===== config.mk =====
export PLATFORM = sky130hd
export DESIGN_NAME = display_window_fill_glyph_sequencer
export DESIGN_NICKNAME = d
export VERILOG_FILES = /design/src/rtl/core/dwfg_pkg.sv /design/src/rtl/core/dwfg_front.sv /design/src/rtl/core/dwfg_back.sv /design/src/rtl/core/dwfg_resq.sv /design/src/rtl/core/display_window_fill_glyph_sequencer.sv
export VERILOG_INCLUDE_DIRS = /design/src /design/src/rtl/core
export SDC_FILE = /design/constraint.sdc
export NUM_CORES = 2
export LEC_CHECK = 0
export ABC_AREA = 0
export BUFFER_PORTS_ARGS = -buffer_cell sky130_fd_sc_hd__buf_2
export CORE_ASPECT_RATIO = 0.7
export CORE_MARGIN = 2
export CORE_UTILIZATION = 60
export DETAILED_ROUTE_END_ITERATION = 8
export MAX_ROUTING_LAYER = met4
export PLACE_DENSITY = 0.79
export SLEW_MARGIN = 20
export SYNTH_ARGS = -nofsm -noshare
export SYNTH_HDL_FRONTEND = slang
export SYNTH_SLANG_ARGS = --single-unit

===== constraint.sdc =====
create_clock -name clk -period 10.5 [get_ports clk]
set_input_delay 1.05 -clock clk [delete_from_list [all_inputs] [get_ports clk]]
set_output_delay 1.05 -clock clk [all_outputs]
set_load 0.01 [all_outputs]

===== src/rtl/core/display_window_fill_glyph_sequencer_defines.svh =====
// Assertion macros for the display window / glyph byte sequencer.
// Depends on nothing; included by dwfg_back, the only RTL file that carries checks.
`ifndef DISPLAY_WINDOW_FILL_GLYPH_SEQUENCER_DEFINES_SVH
`define DISPLAY_WINDOW_FILL_GLYPH_SEQUENCER_DEFINES_SVH

`ifndef SYNTHESIS
// Same-cycle implication.
`define DWFG_ASSERT_IMPL(label, clk, rst, ante, cons) \
  label: assert property (@(posedge clk) disable iff (rst) (ante) |-> (cons)) \
    else $error("assertion failed");
// Next-cycle implication.
`define DWFG_ASSERT_NEXT(label, clk, rst, ante, cons) \
  label: assert property (@(posedge clk) disable iff (rst) (ante) |=> (cons)) \
    else $error("assertion failed");
`else
`define DWFG_ASSERT_IMPL(label, clk, rst, ante, cons)
`define DWFG_ASSERT_NEXT(label, clk, rst, ante, cons)
`endif

`endif


===== src/rtl/core/dwfg_pkg.sv =====
// Shared types and constants for the display window / glyph byte sequencer.
// No dependencies; imported by every module of the block.
package dwfg_pkg;

  localparam int GLYPH_COLUMNS = 5;
  localparam int GLYPH_ROWS    = 8;
  localparam int IDX_W         = 3;

  // Opcodes on the input channel
  localparam logic [1:0] OP_RECT  = 2'd0;
  localparam logic [1:0] OP_GLYPH = 2'd1;
  localparam logic [1:0] OP_TICK  = 2'd2;

  // Register indexes on the configuration channel
  localparam logic [1:0] REG_COL_END = 2'd0;
  localparam logic [1:0] REG_ROW_END = 2'd1;

  localparam logic [15:0] COL_END_RST = 16'd240;
  localparam logic [15:0] ROW_END_RST = 16'd319;

  // Display controller commands
  localparam logic [7:0] CMD_CASET = 8'h2A;
  localparam logic [7:0] CMD_RASET = 8'h2B;
  localparam logic [7:0] CMD_RAMWR = 8'h2C;

  typedef enum logic [1:0] {
    CK_RECT,
    CK_GLYPH,
    CK_TICK
  } cmd_kind_t;

  typedef struct packed {
    cmd_kind_t   kind;
    logic [15:0] x_first;
    logic [15:0] x_last;
    logic [15:0] y_first;
    logic [15:0] y_last;
    logic [15:0] dx;
    logic [15:0] dy;
    logic        nonempty;
    logic [39:0] bitmap;
    logic [15:0] fg;
    logic [15:0] bg;
  } cmd_t;

  typedef struct packed {
    logic [7:0] out_byte;
    logic       is_data;
    logic       is_last;
  } res_t;

endpackage


===== src/rtl/core/dwfg_front.sv =====
// Front end: decodes input transactions and queues them for the engine.
// Depends on dwfg_pkg.
module dwfg_front (
  input  logic          clk,
  input  logic          rst,
  input  logic          push,
  output logic          full,
  input  logic [1:0]    opcode,
  input  logic [15:0]   x_start,
  input  logic [15:0]   x_stop,
  input  logic [15:0]   y_start,
  input  logic [15:0]   y_stop,
  input  logic [39:0]   glyph_bitmap,
  input  logic [15:0]   fore_color,
  input  logic [15:0]   back_color,
  output logic          cmd_valid,
  output dwfg_pkg::cmd_t cmd,
  input  logic          cmd_pop
);
  import dwfg_pkg::*;

  cmd_t       entry;
  logic       entry_push;
  cmd_t       slots [2];
  logic       wr_ptr;
  logic       rd_ptr;
  logic [1:0] count;

  // Classify and precompute rectangle extents; opcode 3 is dropped here.
  always_comb begin
    entry.x_first  = x_start;
    entry.y_first  = y_start;
    entry.x_last   = x_stop - 16'd1;
    entry.y_last   = y_stop - 16'd1;
    entry.dx       = x_stop - x_start;
    entry.dy       = y_stop - y_start;
    entry.nonempty = (x_stop > x_start) && (y_stop > y_start);
    entry.bitmap   = glyph_bitmap;
    entry.fg       = fore_color;
    entry.bg       = back_color;
    case (opcode)
      OP_RECT:  entry.kind = CK_RECT;
      OP_GLYPH: entry.kind = CK_GLYPH;
      default:  entry.kind = CK_TICK;
    endcase
  end

  assign full       = (count == 2'd2);
  assign entry_push = push && !full && (opcode == OP_RECT || opcode == OP_GLYPH ||
                                        opcode == OP_TICK);
  assign cmd_valid  = (count != 2'd0);
  assign cmd        = slots[rd_ptr];

  always_ff @(posedge clk) begin
    if (entry_push) begin
      slots[wr_ptr] <= entry;
    end
  end

  always_ff @(posedge clk) begin
    if (rst) begin
      wr_ptr <= 1'b0;
      rd_ptr <= 1'b0;
      count  <= 2'd0;
    end else begin
      if (entry_push) begin
        wr_ptr <= ~wr_ptr;
      end
      if (cmd_pop) begin
        rd_ptr <= ~rd_ptr;
      end
      count <= count + {1'b0, entry_push} - {1'b0, cmd_pop};
    end
  end

endmodule


===== src/rtl/core/dwfg_back.sv =====
// Back end: runs rectangle and glyph jobs, one bus byte per tick command.
// Depends on dwfg_pkg and the assertion macro header.
`include "display_window_fill_glyph_sequencer_defines.svh"
module dwfg_back (
  input  logic           clk,
  input  logic           rst,
  input  logic           cmd_valid,
  input  dwfg_pkg::cmd_t cmd,
  output logic           cmd_pop,
  input  logic [15:0]    col_end,
  input  logic [15:0]    row_end,
  input  logic           res_room,
  output logic           res_push,
  output dwfg_pkg::res_t res
);
  import dwfg_pkg::*;

  typedef enum logic [1:0] {
    J_IDLE,
    J_RECT,
    J_GLYPH
  } job_t;

  localparam logic [3:0] PH_CASET  = 4'd0;
  localparam logic [3:0] PH_RASET  = 4'd5;
  localparam logic [3:0] PH_RAMWR  = 4'd10;
  localparam logic [3:0] PH_COL_HI = 4'd11;
  localparam logic [3:0] PH_COL_LO = 4'd12;
  localparam logic [IDX_W:0] ROWS_N = (IDX_W + 1)'(GLYPH_ROWS);
  localparam logic [IDX_W:0] COLS_N = (IDX_W + 1)'(GLYPH_COLUMNS);

  job_t             job;
  logic [3:0]       phase;
  logic [15:0]      x_first;
  logic [15:0]      x_last;
  logic [15:0]      y_first;
  logic [15:0]      y_last;
  logic [31:0]      pixels_left;
  logic [IDX_W-1:0] col_idx;
  logic [IDX_W-1:0] row_idx;
  logic [39:0]      glyph_bits;
  logic [15:0]      color_fg;
  logic [15:0]      color_bg;

  logic [15:0]      xpos;
  logic [15:0]      ypos;
  logic [15:0]      color;
  logic [63:0]      bits_ext;
  logic             tick;
  logic             row_more;
  logic             col_more;
  logic             job_done;

  assign cmd_pop  = cmd_valid && res_room;
  assign tick     = cmd_pop && (cmd.kind == CK_TICK) && (job != J_IDLE);
  assign res_push = tick;
  assign bits_ext = {24'd0, glyph_bits};
  assign row_more = ({1'b0, row_idx} + 1'b1) < ROWS_N;
  assign col_more = ({1'b0, col_idx} + 1'b1) < COLS_N;

  always_comb begin
    xpos  = x_first;
    ypos  = y_first;
    color = color_fg;
    if (job == J_GLYPH) begin
      xpos  = x_first + {{(16 - IDX_W){1'b0}}, col_idx};
      ypos  = y_first + {{(16 - IDX_W){1'b0}}, row_idx};
      color = bits_ext[{col_idx, row_idx}] ? color_fg : color_bg;
    end
    res.is_data = 1'b1;
    case (phase)
      PH_CASET:  begin res.out_byte = CMD_CASET; res.is_data = 1'b0; end
      4'd1:      res.out_byte = xpos[15:8];
      4'd2:      res.out_byte = xpos[7:0];
      4'd3:      res.out_byte = x_last[15:8];
      4'd4:      res.out_byte = x_last[7:0];
      PH_RASET:  begin res.out_byte = CMD_RASET; res.is_data = 1'b0; end
      4'd6:      res.out_byte = ypos[15:8];
      4'd7:      res.out_byte = ypos[7:0];
      4'd8:      res.out_byte = y_last[15:8];
      4'd9:      res.out_byte = y_last[7:0];
      PH_RAMWR:  begin res.out_byte = CMD_RAMWR; res.is_data = 1'b0; end
      PH_COL_HI: res.out_byte = color[15:8];
      default:   res.out_byte = color[7:0];
    endcase
    // Final byte: empty-rectangle RAMWR, last pixel low byte, last glyph pixel
    if (phase < PH_RAMWR || phase == PH_COL_HI) begin
      job_done = 1'b0;
    end else if (phase == PH_RAMWR) begin
      job_done = (job == J_RECT) && (pixels_left == 32'd0);
    end else if (job == J_RECT) begin
      job_done = (pixels_left == 32'd1);
    end else begin
      job_done = !row_more && !col_more;
    end
    res.is_last = job_done;
  end

  always_ff @(posedge clk) begin
    if (rst) begin
      job         <= J_IDLE;
      phase       <= PH_CASET;
      x_first     <= '0;
      x_last      <= '0;
      y_first     <= '0;
      y_last      <= '0;
      pixels_left <= '0;
      col_idx     <= '0;
      row_idx     <= '0;
      glyph_bits  <= '0;
      color_fg    <= '0;
      color_bg    <= '0;
    end else if (cmd_pop) begin
      case (cmd.kind)
        CK_RECT, CK_GLYPH: begin
          if (job == J_IDLE) begin
            x_first  <= cmd.x_first;
            y_first  <= cmd.y_first;
            color_fg <= cmd.fg;
            color_bg <= cmd.bg;
            col_idx  <= '0;
            row_idx  <= '0;
            phase    <= PH_CASET;
            if (cmd.kind == CK_RECT) begin
              job         <= J_RECT;
              x_last      <= cmd.x_last;
              y_last      <= cmd.y_last;
              pixels_left <= cmd.nonempty ? cmd.dx * cmd.dy : 32'd0;
              glyph_bits  <= '0;
            end else begin
              job         <= J_GLYPH;
              x_last      <= col_end;
              y_last      <= row_end;
              pixels_left <= '0;
              glyph_bits  <= cmd.bitmap;
            end
          end
        end
        CK_TICK: begin
          if (job != J_IDLE) begin
            if (job_done) begin
              job   <= J_IDLE;
              phase <= PH_CASET;
            end else if (phase < PH_RAMWR) begin
              phase <= phase + 4'd1;
            end else if (phase == PH_RAMWR) begin
              phase <= PH_COL_HI;
            end else if (phase == PH_COL_HI) begin
              phase <= PH_COL_LO;
            end else if (job == J_RECT) begin
              pixels_left <= pixels_left - 32'd1;
              phase       <= PH_COL_HI;
            end else begin
              phase <= PH_CASET;
              if (row_more) begin
                row_idx <= row_idx + 1'b1;
              end else begin
                col_idx <= col_idx + 1'b1;
                row_idx <= '0;
              end
            end
          end
        end
        default: ;
      endcase
    end
  end

  `DWFG_ASSERT_IMPL(a_idle_phase, clk, rst, job == J_IDLE, phase == PH_CASET)
  `DWFG_ASSERT_IMPL(a_phase_range, clk, rst, 1'b1, phase <= PH_COL_LO)
  `DWFG_ASSERT_NEXT(a_last_idles, clk, rst, res_push && res.is_last, job == J_IDLE)
  `DWFG_ASSERT_IMPL(a_glyph_row, clk, rst, job == J_GLYPH, {1'b0, row_idx} < ROWS_N)

endmodule


===== src/rtl/core/dwfg_resq.sv =====
// Two-entry result queue between the engine and the output ports.
// Depends on dwfg_pkg.
module dwfg_resq (
  input  logic           clk,
  input  logic           rst,
  input  logic           wr,
  input  dwfg_pkg::res_t din,
  output logic           room,
  output logic           empty,
  input  logic           pop,
  output dwfg_pkg::res_t dout
);
  import dwfg_pkg::*;

  res_t       slots [2];
  logic       wr_ptr;
  logic       rd_ptr;
  logic [1:0] count;
  logic       rd;

  assign room  = (count != 2'd2);
  assign empty = (count == 2'd0);
  assign rd    = pop && !empty;
  assign dout  = slots[rd_ptr];

  always_ff @(posedge clk) begin
    if (wr) begin
      slots[wr_ptr] <= din;
    end
  end

  always_ff @(posedge clk) begin
    if (rst) begin
      wr_ptr <= 1'b0;
      rd_ptr <= 1'b0;
      count  <= 2'd0;
    end else begin
      if (wr) begin
        wr_ptr <= ~wr_ptr;
      end
      if (rd) begin
        rd_ptr <= ~rd_ptr;
      end
      count <= count + {1'b0, wr} - {1'b0, rd};
    end
  end

endmodule


===== src/rtl/core/display_window_fill_glyph_sequencer.sv =====
// Byte sequencer for an eight-bit parallel display controller.
//
// Input channel (push/full): opcode 0 loads a rectangle fill, opcode 1 loads
// a 5x8 glyph, opcode 2 is a tick that asks for the next bus byte. A start
// transaction while a job runs is dropped; a tick while idle gives nothing.
// Result channel (empty/pop): each productive tick yields one transaction of
// out_byte, is_data (0 for a command byte) and is_last (final byte of job).
// Config channel (cfg_valid/cfg_ready, always ready): index 0 sets the
// glyph column window end, index 1 the row window end; write while idle.
//
// Latency: a tick is registered in the command queue, then in the result
// queue. Throughput: one transaction per cycle on both sides, set by
// the engine, which retires one queued command per cycle if not stalled.
// Stall: if pop is held low the two-entry result queue fills, the engine
// holds, then the two-entry command queue fills and full rises.
// Reset (rst, synchronous): queues empty, job idle, window ends back to
// 240 and 319. No clearing pass; the block accepts work right after reset.
module display_window_fill_glyph_sequencer (
  input  logic        clk,
  input  logic        rst,
  // input channel
  input  logic        push,
  output logic        full,
  input  logic [1:0]  opcode,
  input  logic [15:0] x_start,
  input  logic [15:0] x_stop,
  input  logic [15:0] y_start,
  input  logic [15:0] y_stop,
  input  logic [39:0] glyph_bitmap,
  input  logic [15:0] fore_color,
  input  logic [15:0] back_color,
  // result channel
  output logic        empty,
  input  logic        pop,
  output logic [7:0]  out_byte,
  output logic        is_data,
  output logic        is_last,
  // configuration channel
  input  logic        cfg_valid,
  output logic        cfg_ready,
  input  logic [1:0]  cfg_index,
  input  logic [15:0] cfg_data
);
  import dwfg_pkg::*;

  cmd_t        cmd;
  logic        cmd_valid;
  logic        cmd_pop;
  res_t        res_in;
  res_t        res_out;
  logic        res_push;
  logic        res_room;
  logic [15:0] col_end;
  logic [15:0] row_end;

  // Glyph window end registers; unknown indexes are ignored.
  assign cfg_ready = 1'b1;

  always_ff @(posedge clk) begin
    if (rst) begin
      col_end <= COL_END_RST;
      row_end <= ROW_END_RST;
    end else if (cfg_valid && cfg_ready) begin
      case (cfg_index)
        REG_COL_END: col_end <= cfg_data;
        REG_ROW_END: row_end <= cfg_data;
        default: ;
      endcase
    end
  end

  // Front: decode and queue commands
  dwfg_front u_front (
    .clk          (clk),
    .rst          (rst),
    .push         (push),
    .full         (full),
    .opcode       (opcode),
    .x_start      (x_start),
    .x_stop       (x_stop),
    .y_start      (y_start),
    .y_stop       (y_stop),
    .glyph_bitmap (glyph_bitmap),
    .fore_color   (fore_color),
    .back_color   (back_color),
    .cmd_valid    (cmd_valid),
    .cmd          (cmd),
    .cmd_pop      (cmd_pop)
  );

  // Back: job engine, one byte per tick
  dwfg_back u_back (
    .clk       (clk),
    .rst       (rst),
    .cmd_valid (cmd_valid),
    .cmd       (cmd),
    .cmd_pop   (cmd_pop),
    .col_end   (col_end),
    .row_end   (row_end),
    .res_room  (res_room),
    .res_push  (res_push),
    .res       (res_in)
  );

  // Result queue decouples the engine from the receiver
  dwfg_resq u_resq (
    .clk   (clk),
    .rst   (rst),
    .wr    (res_push),
    .din   (res_in),
    .room  (res_room),
    .empty (empty),
    .pop   (pop),
    .dout  (res_out)
  );

  assign out_byte = res_out.out_byte;
  assign is_data  = res_out.is_data;
  assign is_last  = res_out.is_last;

endmodule


==> impl_metrics.py <==
metrics = {
    "clocking": {
        "cts_tree": "done",
        "cts.sinks": 584,
        "cts_buffers": 53,
        "htreeDepth": 2,
        "clock_latency_ns": 0.62,
        "cts_resized": 0,
        "cts-root-buf": "clkbuf_16",
        "clk_pin_slew_ns": 0.07,
        "post-cts-setup-buffer-count": 0,
        "clk_path_buf_depth": 3,
        "holdBufCountCts": 0,
    },
    "worst_setup_path": {
        "cp_cell_sequence": "buf_4 -> mux2_2 -> nand2_1 -> fa_1 -> inv_1 -> fa_1 -> fa_1 -> fa_1 -> fa_1 -> inv_1 -> fa_1 -> inv_1 -> ha_1 -> a211oi_1 -> o21ai_0 -> a211oi_1 -> or3b_2 -> a41oi_1 -> xnor2_1 -> nand3_1 -> a31oi_1",
        "crit_path_end_kind": "flop",
        "crit_required_ns": 11.04,
        "start_kind": "flop",
        "worstPathMaxFanout": 56,
        "critPathArrivalTime_ns": 8.41,
        "slowest_delay_ns": 0.91,
        "cpLargestDelayFamily": "adder cells",
        "slowest_stage": "dfxtp_4",
        "path_class": "flop to flop",
        "cpMostUsedCell": "fa_1",
        "crit_buf_inv": 4,
    },
    "logic_synthesis": {
        "ys_warn_count": 0,
        "synthAdderAreaFrac_pct": 17.2,
        "yosys.area_share.simple_pct": 12.5,
        "synth-seq-cells": 584,
        "synthXorXnorAreaFrac_pct": 2.67,
        "muxShareOfSynthArea_pct": 7.55,
        "synth-main-ff-cell": "edfxtp_1",
        "yosysTopAreaCellShare_pct": 31.5,
        "syn_area_mm2": 0.0345,
        "synth-compound-area-share_pct": 10.5,
        "synth.distinct_cells": 80,
        "synth_top_family_by_area": "adder cells",
        "synth_fp_nets": 3810,
        "synth_edf_count": 362,
        "netlist_instances": 3295,
        "yosysTopAreaCell": "edfxtp_1",
        "ys_top_cells_by_area": "edfxtp_1 32%, dfxtp_1 13%, fa_1 11%, ha_1 5.7%, mux2i_1 5.2%",
        "syn_area_per_cell_um2": 10.5,
        "async_flop_share_pct": 0,
        "yosysSeqAreaShare_pct": 44.4,
    },
    "sta": {
        "setup_tns_ns": 0,
        "rsz0062_at_grt": "false",
        "setup_viol": 0,
        "skew_ns": 0.0178,
        "fin_crit_ns": 7.87,
        "maxSlewHeadroom_pct": 23.4,
        "drv_slew": 0,
        "whs_ns": 0.458,
        "clock.fmax_ghz": 0.127,
        "fin_crit_sh_pct": 75.0,
        "worstMarginPinSlew_ns": 1.12,
        "finalHoldViolCount": 0,
    },
    "floorplan": {
        "io_pins": 174,
        "start_util_pct": 60.7,
        "rows": 73,
        "dieHeight_um": 205,
        "die_area_mm2": 0.0594,
        "fp.dieW_um": 290,
        "core_mm2": 0.0568,
    },
    "route": {
        "drt_iter0_drc": 2747,
        "drcViolationCount": 0,
        "drtPass1Iterations": 5,
        "vias": 25876,
        "wl_per_cell_um": 23.4,
        "detail-route-antenna-nets": 0,
        "routed_via_density": 6.15,
        "routed_wl_mm": 98.5,
    },
    "grt": {
        "grt_max_degree": 144,
        "grt_pass1_vias": 24917,
        "antenna_found_initial": 19,
        "grt_pass1_wl_mm": 149,
        "grt.total_usage_pct": 34.0,
        "grt.overflow.total": 0,
    },
    "placed_design": {
        "io_buffers": 172,
        "place_inst": 4091,
        "hpwlAfterDp_mm": 72.9,
        "routabilityCongestion": 0.933,
        "place_area_mm2": 0.0360,
    },
    "cells_and_area": {
        "fillerInstances": 4272,
        "nets": 3911,
        "layout_commonest_cell": "edfxtp_1",
        "area.growth.synth_to_final_pct": 10.1,
        "finish.instance_area_mm2": 0.0379,
        "final_cell_mix": "362 x edfxtp_1, 359 x nand2_1, 344 x nor2_1, 304 x inv_1, 221 x dfxtp_1",
        "layout-drive-gt1-share_pct": 11.0,
        "stdcell_count": 4209,
    },
    "run": {
        "cap_violations": 0,
    },
    "hold_path": {
        "hp-start": "col_end[0]",
        "hold_class": "flop to flop",
    },
    "outcome": {
        "status": "completed",
    },
}
[registers in the layout (all words and copies together) (netlist names), 2 cells and up, named ones only]
signal and flops:
u_front.slots 342, u_back.glyph_bits 40, u_back.pixels_left 32, u_resq.slots 20, col_end 16, row_end 16
u_back.color_bg 16, u_back.color_fg 16, u_back.x_first 16, u_back.x_last 16, u_back.y_first 16, u_back.y_last 16
u_back.phase 4, u_back.col_idx 3, u_back.row_idx 3, u_back.job 2, u_front.count 2, u_resq.count 2
[worst reg2reg max path: stages (launching register included)]
cell,delay [ns]
dfxtp_4,0.91
buf_4,0.76
mux2_2,0.53
nand2_1,0.14
fa_1,0.52
inv_1,0.05
fa_1,0.48
fa_1,0.57
fa_1,0.44
fa_1,0.52
inv_1,0.06
fa_1,0.47
inv_1,0.05
ha_1,0.39
a211oi_1,0.33
o21ai_0,0.21
a211oi_1,0.21
or3b_2,0.47
a41oi_1,0.25
xnor2_1,0.16
nand3_1,0.09
a31oi_1,0.19
[Yosys cell counts, drive strengths merged, types with 14 or more instances]
| cell | instances |
|---|---|
| o21ai | 77 |
| fa | 198 |
| nor3 | 86 |
| o211ai | 47 |
| mux2 | 45 |
| nor4 | 20 |
| dfxtp | 222 |
| edfxtp | 362 |
| buf | 27 |
| ha | 156 |
| nand4 | 18 |
| xnor2 | 60 |
| nor2 | 346 |
| a21o | 16 |
| nand3 | 43 |
| mux2i | 180 |
| nor2b | 17 |
| o22ai | 19 |
| a31oi | 14 |
| a22oi | 18 |
| xor2 | 45 |
| a211oi | 83 |
| and2 | 16 |
| and3 | 23 |
| nand2b | 18 |
| clkbuf | 128 |
| a21oi | 200 |
| inv | 304 |
| nand2 | 359 |
[worst paths after layout]
path	slack, ns	cells after the start	endpoint
worst max register to register	2.63	21	u_back.pixels_left[25]
worst min register to register	0.46	2	col_end[0]
worst max-delay path	2.63	21	u_back.pixels_left[25]
worst min-delay path	0.46	2	col_end[0]
[area by class of cell]
cell class | count | area (um^2) | share of cell area (%)
multi-input combinational | 2250 | 17500 | 46.1
sequential | 584 | 15300 | 40.4
clock buffer | 80 | 1690 | 4.45
inverter | 305 | 1140 | 3.02
timing repair buffer | 202 | 1120 | 2.94
tap | 750 | 938 | 2.47
clock inverter | 20 | 210 | 0.554
antenna | 18 | 45.0 | 0.119
[kinds of logic after synthesis]
logic type / Yosys count
multiplexers: 237
other: 1
flip-flops: 584
AND/OR/NAND/NOR: 990
AO/OA/AOI/OAI: 563
buffers and inverters: 461
XOR/XNOR: 105
adder cells (fa/ha/maj): 354
[metal layers]
layer	GRT usage [%]	share of wire, %	vias to the layer above	wire [um]
met1	49.6	44	12689	43800
met3	9.55	12	138	11500
li1	-	-	11744	-
met5	-	0	-	0
met4	7.70	2.1	0	2090
met2	47.3	42	1305	41100
[through the flow]
stage / setup slack (ns) / utilization (%)
final: 2.63 / 66.8
after global routing: 2.20 / 66.8
after CTS: 2.65 / 66.7
after detailed placement: 2.68 / 63.4
after global placement: 2.71 / 63.3
after floorplan: 1.39 / -
Power is left out: the tool's default activity adds up to more than one toggle a clock period on the data nets, which glitch-free logic cannot reach.
